===== src/sv/cht_pkg.sv =====
// Package for the chained hash table: widths, status and command codes.
// No dependencies.
package cht_pkg;
  localparam int unsigned MAX_BUCKETS_DEF = 256;
  localparam int unsigned POOL_NODES_DEF  = 256;
  localparam int unsigned KEY_WIDTH_DEF   = 32;
  localparam int unsigned VALUE_WIDTH_DEF = 32;
  localparam int unsigned CMD_W    = 2;
  localparam int unsigned STATUS_W = 2;
  localparam int unsigned BCNT_W   = 9;
  localparam int unsigned KEY_W    = 32;
  localparam int unsigned VALUE_W  = 32;

  localparam logic [CMD_W-1:0] CMD_INSERT = 2'd0;
  localparam logic [CMD_W-1:0] CMD_REMOVE = 2'd1;
  localparam logic [CMD_W-1:0] CMD_LOOKUP = 2'd2;

  localparam logic [STATUS_W-1:0] ST_OK        = 2'd0;
  localparam logic [STATUS_W-1:0] ST_DUP       = 2'd1;
  localparam logic [STATUS_W-1:0] ST_NOT_FOUND = 2'd2;
  localparam logic [STATUS_W-1:0] ST_FULL      = 2'd3;

  // controller -> datapath commands
  typedef struct packed {
    logic load;       // capture the input beat, start modulo
    logic mod_step;   // one restoring-divide step
    logic head_rd;    // read bucket head
    logic node_rd;    // read current node
    logic advance;    // prev <= cur, cur <= next
    logic do_insert;
    logic do_remove;
    logic do_lookup;  // latch value
    logic set_dup;
    logic set_full;
    logic set_nf;
  } cht_cmd_t;

  // datapath -> controller status
  typedef struct packed {
    logic mod_done;
    logic cur_nil;
    logic key_match;
    logic steps_done;
    logic pool_empty;
    logic [CMD_W-1:0] cmd;
  } cht_sts_t;
endpackage


===== src/sv/cht_ctrl.sv =====
// Controller FSM of the chained hash table: sequences modulo, chain walk
// and update. Depends on cht_pkg.
module cht_ctrl import cht_pkg::*; (
  input  logic     clk,
  input  logic     rst_n,
  input  logic     in_valid,
  output logic     in_ready,
  output logic     res_valid,
  input  logic     res_ready,
  input  cht_sts_t sts,
  output cht_cmd_t cmd
);
  typedef enum logic [2:0] {S_IDLE, S_MOD, S_HEAD, S_NODE, S_CHECK, S_DONE} state_t;
  state_t state_r, state_nxt;
  logic   res_valid_r, res_valid_nxt;

  assign in_ready  = (state_r == S_IDLE) && !res_valid_r;
  assign res_valid = res_valid_r;

  always_comb begin
    state_nxt     = state_r;
    res_valid_nxt = res_valid_r && !res_ready;
    cmd           = '0;
    case (state_r)
      S_IDLE: begin
        if (in_valid && in_ready) begin
          cmd.load  = 1'b1;
          state_nxt = S_MOD;
        end
      end
      S_MOD: begin
        if (sts.mod_done) begin
          cmd.head_rd = 1'b1;
          state_nxt   = S_HEAD;
        end else begin
          cmd.mod_step = 1'b1;
        end
      end
      S_HEAD: begin
        cmd.node_rd = 1'b1;
        state_nxt   = S_NODE;
      end
      S_NODE: state_nxt = S_CHECK;
      S_CHECK: begin
        state_nxt = S_DONE;
        if (sts.cur_nil || sts.steps_done) begin
          if (sts.cmd == CMD_INSERT) begin
            if (sts.pool_empty) cmd.set_full = 1'b1;
            else cmd.do_insert = 1'b1;
          end else begin
            cmd.set_nf = 1'b1;
          end
        end else if (sts.key_match) begin
          case (sts.cmd)
            CMD_INSERT: cmd.set_dup = 1'b1;
            CMD_REMOVE: cmd.do_remove = 1'b1;
            CMD_LOOKUP: cmd.do_lookup = 1'b1;
            default:    cmd.set_nf = 1'b1;
          endcase
        end else begin
          cmd.advance = 1'b1;
          cmd.node_rd = 1'b1;
          state_nxt   = S_NODE;
        end
      end
      S_DONE: begin
        res_valid_nxt = 1'b1;
        state_nxt     = S_IDLE;
      end
      default: state_nxt = S_IDLE;
    endcase
  end

  always_ff @(posedge clk) begin
    if (!rst_n) begin
      state_r     <= S_IDLE;
      res_valid_r <= 1'b0;
    end else begin
      state_r     <= state_nxt;
      res_valid_r <= res_valid_nxt;
    end
  end
endmodule


===== config.mk =====
export PLATFORM = sky130hd
export DESIGN_NAME = cht_ctrl
export DESIGN_NICKNAME = d
export VERILOG_FILES = /design/src/sv/cht_pkg.sv /design/src/sv/cht_ctrl.sv
export SDC_FILE = /design/constraint.sdc
export NUM_CORES = 1
export LEC_CHECK = 0
export BUFFER_PORTS_ARGS = -buffer_cell sky130_fd_sc_hd__buf_2
export CAP_MARGIN = 20
export CORE_AREA = 2 2 39 41
export DETAILED_ROUTE_END_ITERATION = 10
export DIE_AREA = 0 0 41 43
export PLACE_DENSITY = 0.57
export SLEW_MARGIN = 20
export SYNTH_ARGS = -nofsm -noshare
export SYNTH_HDL_FRONTEND = slang
export SYNTH_SLANG_ARGS = --single-unit

===== constraint.sdc =====
create_clock -name clk -period 1.69 [get_ports clk]
set_input_delay 0.338 -clock clk [delete_from_list [all_inputs] [get_ports clk]]
set_output_delay 0.338 -clock clk [all_outputs]
set_load 0.01 [all_outputs]

======== Yosys cells after proc, flatten, opt, wreduce, memory -nomap -nowiden ========
Index checks and enable logic that the tools add are counted.
word-level totals
  output and inout bits ................... 13
  logic and storage cells ................. 51
  input bits .............................. 11
  bits in registers ....................... 4
operators by class
  mux-type cells .......................... 30
  reduce and logical (&&, ||, !) cells .... 10
  equality and inequality tests ........... 9
operator list
  cell                                                                      number
  1-bit two-way mux                                                         18
  3-bit two-way mux                                                         6
  3-bit case mux with 5 select lines                                        1
  7-bit two-way mux                                                         1
  3-bit by 2-bit equality test with 1-bit output (second input constant)    2
  3-bit equality test (second input constant)                               2
  2-bit two-way mux                                                         3
  3-bit by 1-bit equality test with 1-bit output (second input constant)    1
  1-bit logical AND                                                         3
  3-bit zero test                                                           1
  3-bit OR reduction                                                        1
  2-bit by 1-bit equality test with 1-bit output (second input constant)    1
  2-bit equality test (second input constant)                               1
  1-bit zero test                                                           2
  2-bit zero test                                                           1
  2-bit by 1-bit inequality test with 1-bit output (second input constant)  1
  2-bit inequality test (second input constant)                             1
  1-bit case mux with 2 select lines                                        1
  2-bit AND reduction                                                       1
  1-bit logical OR                                                          1

======== Logic depth before layout (Yosys ltp) ========
Gate-level depths: netlist of the first run.
  depth after elaboration ................. 6
  depth in mapped cells ................... 4
  mapped depth without buffers ............ 3

======== Least setup slack after synthesis of the first run ========
OpenSTA, ideal clock, no wires.
  path kind ............................... register -> output
  start ................................... reg state_r[2]
  end ..................................... out cmd[1] in the netlist's numbering
  setup slack ............................. -118 ps
  path buffers ............................ 1
  stages on the path, launching flop included .. 5
  required time ........................... 1352 ps
  arrival ................................. 1470 ps
  cell sequence ........................... dfxtp_1 -> buf_6 -> or3b_4 -> or4_4 -> nor2_1
RTL lines
  what                      line            source
  start: declaration        cht_ctrl.sv:14  state_t state_r, state_nxt;
  start signal: assignment  cht_ctrl.sv:79  state_r <= state_nxt;
  end: declaration          cht_ctrl.sv:11  output cht_cmd_t cmd

==> metrics.txt, run 1 <==
Worst Tran Pin Value 0.233 ns; final hold violations 0; GR Layer Usage met2 14.7%; Mapped Avg Cell Area 7.43 sq um; GRT overflow 0; PD cells 555 nW/um^2; Seq/Total Area, Yosys 22.0%; clk_lat worst skew 0.23 ns; status finished with violations; RSZ-0062 raised after global routing true; Inserted Clock Buffers 3; Root Buffer clkbuf_4; Slew headroom 84.4%; Die Span X 41 um; Post-Place Worst Slack -0.0510 ns; Core Area 1380 sq um; synth top area cells dfxtp_1 22%, nor2_1 7.2%, buf_6 6.2%; CP required 1.35 ns; CP Capture Type output port; FP Rows 14; Placer Congestion 0.680; met1 global-route usage 14.4%; Vias 476; Most Crowded Layer GR met2; CP Launch Type register; number of max-cap violations 0; HPWL Detailed 690 um; Post-Syn Instances 49; GRT Total Usage 11.0%; Ys Warns 0; Max Root-Sink Buffers 2; Die H 43 um; violated checks negative setup slack; CP arrival 1.64 ns; initial core utilization 26.3%; drt wl/cell 10.9 um; antenna cells 0; TNS Setup -0.646 ns; Final setup viols 4; final worst slack -0.286 ns; clock skew 0.000380 ns; crit share post-route 117%; path type of the worst min-delay path in2reg; top achievable clock speed 506 MHz; leakage 0.289 nW; Reg clk slew, reported paths 0.04 ns; crit path time final 1.98 ns; Iter 0 DRT Violations 4; max-slew violations 0; clock sink count 4; post-synth cell types 27; Max IR drop VDD 0.529 mV; Seq cells post-synth 4; Layout Nets 92; CTS tree done; crit path max fanout 2; I/O pin count 24; Die Area 1760 sq um; vias in the first global route 331; R2R depth 4; drt first pass iters 4; detailed-route DRC error count 0; first-pass GRT wire length 1.31 mm; largest area contributor in the netlist dfxtp_1; Port Buffers 23; Tot Pwr 0.344 mW; crit path kind reg2out; fin util 44.8%; final WL 1.04 mm; Post-Syn Area 364 sq um; share of the synthesized area in the top cell type 22.0%; H-tree Lvls 1; Syn Nets 60; largest net degree at the start of global routing 12; grt met3 use 6.28%; layout cell share with drive strength beyond 1 60.8%; Area growth syn-to-layout 70.4%; post-DR vias/cell 5.01; Routed Antenna Nets 0; initial antenna violation count 0; worst hold path depth 3
[stage by stage]
stage               instance area [sq um]  cells  hold WS (ns)
finish                                621     95         0.365
floorplan                             369     49         0.506
CTS                                   541     92         0.362
global route                          621     95         0.384
global placement                      508     89         0.501
detailed placement                    508     89         0.493
[kinds of logic after synthesis]
family / count (synthesis) / synth area share [%]
simple gates: 28 / 46.7
compound gates: 9 / 15.8
buf+inv: 6 / 10.3
flops: 4 / 22.0
xor+xnor: 1 / 2.41
mux: 1 / 2.75
[cells in the final DEF (no fill, tap or decap)]
master and count:
nor2_2 4, clkbuf_4 3, or3b_4 1, inv_1 3, nand2b_1 2, buf_4 6, nand3_2 1, or4_4 1
dfxtp_1 2, buf_6 1, a311oi_1 1, and2_1 1, nor4_4 2, xnor2_1 1, mux2i_1 1, and3_1 1
a211o_1 1, nand2_1 3, buf_2 23, o21ai_0 2, nor3_2 1, o22a_1 1, nor3b_4 1, nor2b_1 1
a21oi_1 3, or3_1 1, dfxtp_2 2, nor2_1 3, nand3b_1 3, a31oi_1 1, nor3b_2 2
[flip-flops by register name, summed over array words and instances (netlist names)]
signal     count
state_r        3
res_valid      1
[timing repair]
item,CTS,global route
buffers inserted,0,3
pin swaps,3,2
resized for setup,3,11
hold buffers,0,0
setup endpoints to repair,4,9
[area by class of cell]
class	count	area (sq um)
Clock buffer	3	22.5
Fill cell	151	763
Inverter	3	11.3
Multi-Input combinational cell	39	313
Sequential cell	4	82.6
Tap cell	16	20.0
Timing Repair Buffer	30	171
[synth_stat cells]
library cell,count
a211o_1,1
a21oi_1,3
a311oi_1,1
a31oi_1,1
and2_1,1
and3_1,1
buf_1,1
buf_6,2
dfxtp_1,4
inv_1,3
mux2i_1,1
nand2_1,3
nand2b_1,2
nand3_1,1
nand3b_1,3
nor2_1,7
nor2b_1,1
nor3_1,1
nor3b_1,2
nor3b_2,1
nor4_1,2
o21ai_0,2
o22a_1,1
or3_1,1
or3b_4,1
or4_4,1
xnor2_1,1
[worst max-delay path, cell delays in order, from the launching register on]
cell and delay [ns]:
dfxtp_2 0.31, or3b_4 0.39, or4_4 0.50, nor2_2 0.08
buf_2 0.13
[routing by layer]
layer	wire length (um)	vias to the layer above	share of wire [%]
li1	-	234	-
met1	409	215	39
met2	515	25	50
met3	99	2	9.5
met4	14	0	1.3
met5	0	-	0
[power by group]
part | internal, mW | switching (mW)
registers | 0.101 | 0.00286
logic | 0.0588 | 0.0627
clock network | 0.0795 | 0.0399
[worst paths after layout]
check / startpoint / slack, ns / end
setup / recovery: state_r[0] / -0.29 / cmd[1]
hold / removal: res_ready / 0.36 / res_valid
setup reg to reg: state_r[0] / 0.29 / state_r[1]
hold reg to reg: res_valid / 0.55 / res_valid
Note: power is estimated with default switching activity, not from simulation.
==> inputs of run 2 (changes only) <==
- BUFFER_PORTS_ARGS: -buffer_cell sky130_fd_sc_hd__buf_2 -> unset
- DONT_BUFFER_PORTS: unset -> 1
- PLACE_DENSITY: 0.57 -> 0.41
==> run 2 against run 1 <==
  * The flow still finishes with violations (negative setup slack)
  * Cell count down 26%
  * Combinational power is 30% lower
  * Total power fell by 11%
  * Count of clock-buffer cells in the layout stayed put
  * Global-route usage is 0.067 points lower
  * Cell area decreased by 20%
  * Critical endpoint unchanged
==> metrics.txt, run 2 (synthesized netlist as in run 1, its figures left out) <==
post-DR vias/cell 5.37 (+7.2%); Routed Antenna Nets 0 (unchanged); TNS Setup -0.459 ns (+0.187 ns); GRT overflow 0 (unchanged); number of max-cap violations 0 (unchanged); met1 global-route usage 15.5% (+1.1 points); Core Area 1380 sq um (unchanged); Max Root-Sink Buffers 2 (unchanged); FP Rows 14 (unchanged); R2R depth 4 (unchanged); crit share post-route 114% (-3.3 points); internal reg-to-reg setup slack 0.31 ns (+0.02 ns); Slew headroom 79.9% (-4.4 points); initial core utilization 26.3% (unchanged); Largest Register state_r; antenna cells 0 (unchanged); clock sink count 4 (unchanged); Die Span X 41 um (unchanged); Crit. Startpoint state_r[0]; Hold-fix buffers, CTS 0 (unchanged); Die Area 1760 sq um (unchanged); clk_lat worst skew 0.23 ns (about the same); max-slew violations 0 (unchanged); Post-Place Worst Slack 0.0140 ns (+0.0649 ns); GRT Total Usage 11.0% (-0.067 points); status finished with violations; worst reg2reg startpoint state_r[0]; Vias 376 (-21%); top achievable clock speed 521 MHz (+2.9%); first-pass GRT wire length 1.31 mm (unchanged); final hold violations 0 (unchanged); crit path time final 1.92 ns (-0.0553 ns); final worst slack -0.231 ns (+0.0553 ns); vias in the first global route 332 (+0.30%); CP required 1.35 ns (about the same); Area growth syn-to-layout 37.1%; Critical Path Sink cmd[1]; detailed-route DRC error count 0 (unchanged); leakage 0.173 nW (-40%); Placer Congestion 0.691 (+1.7%); RSZ-0062 raised after global routing true; Most Crowded Layer GR met1; Die H 43 um (unchanged); Reg clk slew, reported paths 0.04 ns (about the same); CP Launch Type register; largest net degree at the start of global routing 12 (unchanged); most frequent cells in the layout 5 x nor2_1, 4 x buf_4; drt wl/cell 12.8 um (+17%); Max IR drop VDD 0.206 mV (-61%); H-tree Lvls 1 (unchanged); Iter 0 DRT Violations 18 (+14); drt first pass iters 4 (unchanged); Layout Nets 67 (-27%); most common cell after layout, fill and taps aside nor2_1; GR Layer Usage met2 13.1% (-1.6 points); violated checks negative setup slack; CTS tree done; Worst Tran Pin Value 0.298 ns (+0.0653 ns); grt met3 use 3.66% (-2.6 points); clock skew 0.00199 ns (+0.00161 ns); path type of the worst min-delay path in2reg; layout cell share with drive strength beyond 1 35.2% (-26 points); crit path max fanout 2 (unchanged); CP Capture Type output port; final WL 897 um (-14%); post-CTS setup repair buffer count 0 (unchanged); Inserted Clock Buffers 3 (unchanged); Root Buffer clkbuf_4; max reg flops 3 (unchanged); initial antenna violation count 0 (unchanged); crit path kind reg2out; CP arrival 1.58 ns (-0.06 ns); Final setup viols 2 (-2); reg2reg end state_r[1]; I/O pin count 24 (unchanged); HPWL Detailed 631 um (-8.5%); Port Buffers 0 (-100%); PD cells 615 nW/um^2 (+11%)
==> run 2: worst min path at each step <==
stage                   start         end  slack (ns)  cells after the start
floorplan              sts[6]  state_r[1]        0.51                      2
global placement    res_ready   res_valid        0.52                      2
detailed placement     sts[6]  state_r[1]        0.52                      2
CTS                    sts[6]  state_r[1]        0.27                      2
global route           sts[6]  state_r[1]        0.29                      2
finish                 sts[6]  state_r[1]        0.28                      2
==> run 2: area by class of cell <==
type / instances / area, sq um
inverter: 3 / 11.3
multi-input combinational: 39 / 323
fill: 144 / 885
clock buffer: 3 / 22.5
sequential: 4 / 81.3
timing repair buffer: 5 / 41.3
tap: 16 / 20.0
==> run 2: layer usage <==
metal	part of all wire, %	vias to the layer above
met3	8.2	0
met5	0	-
met4	0	0
met1	42	172
li1	-	185
met2	50	19
==> run 2: stage by stage <==
step / instances / cell area (sq um) / total power, mW / util, % / hold slack (ns)
CTS: 70 / 465 / 0.307 / 33.6 / 0.270
floorplan: 49 / 369 / 0.164 / - / 0.506
finish: 70 / 499 / 0.307 / 36.1 / 0.279
global route: 70 / 499 / 0.323 / 36.1 / 0.286
global placement: 67 / 400 / 0.182 / 28.9 / 0.523
detailed placement: 67 / 400 / 0.180 / 28.9 / 0.520
==> run 2: worst max-delay path, cell delays in order (launching register included) <==
cell,delay [ns]
dfxtp_2,0.31
or3b_4,0.39
or4_4,0.53
nor2_4,0.13
==> run 2: timing repair <==
action | 4_1_cts | 5_1_grt
pin swaps | 3 | 6
gates resized for setup | 8 | 6
endpoints found under the hold margin | 0 | 0
endpoints found under the setup margin | 5 | 5
==> run 2: report_power, final <==
group | leakage [nW] | switching (mW) | internal [mW] | total, mW
logic | 0.126 | 0.0444 | 0.0400 | 0.0844
registers | 0.0329 | 0.00295 | 0.101 | 0.104
clock network | 0.0138 | 0.0396 | 0.0795 | 0.119
==> inputs of run 3 (changes only) <==
- ABC_AREA: unset -> 1
- CAP_MARGIN: 20 -> unset
- PLACE_DENSITY: 0.41 -> 0.39
==> run 3 against run 2 <==
  * The flow now finishes without violations
  * Total power fell by 0.49%
  * Cell count rose by 11%
  * Sequential share of layout area rose by 3.4 points
  * Critical path type unchanged
  * Largest power group unchanged
==> metrics.txt, run 3 <==
PD cells 751 nW/um^2 (+22%); Mapped Avg Cell Area 5.87 sq um (-21%); CP Launch Type register; Root Buffer clkbuf_4; asr flop ratio synth 0% (unchanged); Area growth syn-to-layout 19.5%; Post-Syn Area 340 sq um (-6.5%); commonest cells in the netlist 10 x inv_1, 8 x nand3_1, 7 x nand2_1, 7 x nor2_1; antenna cells 0 (unchanged); Ys Warns 0 (unchanged); clock sink count 4 (unchanged); Slew headroom 65.5% (-14 points); cell with the most instances after synthesis inv_1; Die Span X 41 um (unchanged); most frequent cells in the layout 10 x inv_1, 7 x nand3_1, 7 x nor2_1, 7 x nand2_1; largest area contributor in the netlist dfxtp_1; Post-Place Worst Slack 0.258 ns (+0.244 ns); RSZ-0062 raised after global routing true; crit path max fanout 5 (+3); post-CTS setup repair buffer count 0 (unchanged); I/O pin count 24 (unchanged); clock skew 0.000768 ns (-0.00122 ns); GRT Total Usage 10.6% (-0.32 points); HPWL Detailed 680 um (+7.8%); vias in the first global route 336 (+1.2%); critical path's largest stage delay 0.42 ns (-0.11 ns); drt wl/cell 11.0 um (-14%); Die Area 1760 sq um (unchanged); layout cell share with drive strength beyond 1 24.2% (-11 points); post-DR vias/cell 4.92 (-8.3%); CP arrival 1.30 ns (-0.28 ns); initial core utilization 24.6% (-1.7 points); Hold-fix buffers, CTS 0 (unchanged); slowest CP cell nor4_1; GRT overflow 0 (unchanged); Routed Antenna Nets 0 (unchanged); H-tree Lvls 1 (unchanged); max-slew violations 0 (unchanged); most common cell after layout, fill and taps aside inv_1; Worst Tran Pin Value 0.513 ns (+0.215 ns); Vias 384 (+2.1%); drt first pass iters 4 (unchanged); Layout Nets 75 (+12%); FP Rows 14 (unchanged); CP Capture Type output port; Iter 0 DRT Violations 5 (-13); R2R depth 5 (+1); Port Buffers 0 (unchanged); Crit path max-delay family simple AND/OR/NAND/NOR gates; Max Root-Sink Buffers 2 (unchanged); path type of the worst min-delay path in2reg; Largest Register state_r; leakage 0.187 nW (+8.6%); final hold violations 0 (unchanged); Seq/Total Area, Yosys 23.5% (+1.5 points); Sw Share 33.3% (+5.0 points); clock share of power 39.4% (+0.6 points); Placer Congestion 0.671 (-2.9%); synth top area cells dfxtp_1 24%, nand3_1 12%, inv_1 11%; initial antenna violation count 0 (unchanged); status completed; EDFF count, synth 0 (unchanged); clk_lat worst skew 0.23 ns (about the same); Power Internal 0.204 mW (-7.4%); first-pass GRT wire length 1.26 mm (-3.7%); CTS resizes 0 (-8); top achievable clock speed 612 MHz (+18%); post-synth cell types 18 (-33%); crit path kind reg2out; largest net degree at the start of global routing 7 (-5); top_reg_cell synth dfxtp_1; share of the synthesized area in the top cell type 23.5% (+1.5 points); Psw 0.102 mW (+17%); CTS tree done; worst hold path depth 3 (+1); Max IR drop VDD 0.253 mV (+23%); Comb pwr share 25.1% (-2.4 points); final WL 858 um (-4.3%); TNS Setup 0 ns (+0.459 ns); max reg flops 3 (unchanged); Final setup viols 0 (-2); Inserted Clock Buffers 3 (unchanged); Worst Path Buf+Inv 1 (+1); Seq cells post-synth 4 (unchanged); crit share post-route 96.7% (-17 points); Post-Syn Instances 58 (+18%); detailed-route DRC error count 0 (unchanged); number of max-cap violations 0 (unchanged); CP required 1.35 ns (about the same); crit path time final 1.63 ns (-0.287 ns); CP Cell Sequence inv_1, nand3_2, nor4_1; Reg clk slew, reported paths 0.04 ns (about the same); Syn Nets 69 (+15%); sequential share of power 35.5% (+1.8 points); instance count on the critical path 3 (unchanged); Die H 43 um (unchanged); Core Area 1380 sq um (unchanged); final worst slack 0.0563 ns (+0.287 ns)
[run 3: cell count changes after synthesis, sizes merged, moves of 2 or more]
cell	delta
buf	-3
inv	+9
nand2	+6
nand2b	-2
nand3	+7
nand3b	-3
nor2	+2
nor3	+2
nor3b	-3
o21ai	+2
[run 3: per-stage QoR]
stage	hold slack [ns]	instance area [sq um]	util [%]	total power, mW	std cells
2_1_floorplan	0.488	340	-	0.173	58
3_3_place_gp	0.512	368	26.6	0.186	75
3_5_place_dp	0.509	368	26.6	0.184	75
4_1_cts	0.271	390	28.2	0.311	78
5_1_grt	0.293	407	29.4	0.328	78
6_report	0.277	407	29.4	0.306	78
[run 3: worst reg2reg max path: cells and delay by family, from the launching register on]
family          cells  cell delay [ns]
compound gates      1             0.10
buf+inv             1             0.16
flops               1             0.32
simple gates        3             0.48
[run 3: path summary, 6_finish.rpt]
kind	start	to	slack [ns]
min reg2reg	state_r[1]	state_r[2]	0.52
min	res_ready	res_valid	0.28
max reg2reg	state_r[1]	state_r[0]	0.56
max	state_r[1]	cmd[3]	0.06
[run 3: logic make-up after synthesis]
logic type             after synthesis  share of synthesized area, %
AOI/OAI and AO/OA                    9                          15.1
buffers and inverters               12                          13.2
DFF                                  4                          23.5
and+or+nand+nor                     33                          48.2
[run 3: power groups by stage]
stage / registers (mW) / clock network [mW] / logic, mW
floorplan: 0.109 / 0 / 0.0639
global placement: 0.110 / 0 / 0.0756
detailed placement: 0.110 / 0 / 0.0744
CTS: 0.108 / 0.128 / 0.0746
global route: 0.109 / 0.130 / 0.0878
finish: 0.109 / 0.120 / 0.0767
[run 3: final cells by class]
type,count,area [sq um]
fillers,160,977
multi-input cells,42,231
flip-flops and latches,4,80.1
inverters,12,45.0
clock buffers,3,22.5
well taps,16,20.0
repair buffers,1,7.51
[run 3: routing by layer]
metal / part of all wire (%) / track usage, %
met1: 49 / 12.5
met2: 45 / 15.3
met3: 6.1 / 3.14
met4: 0 / 8.00
met5: 0 / 0
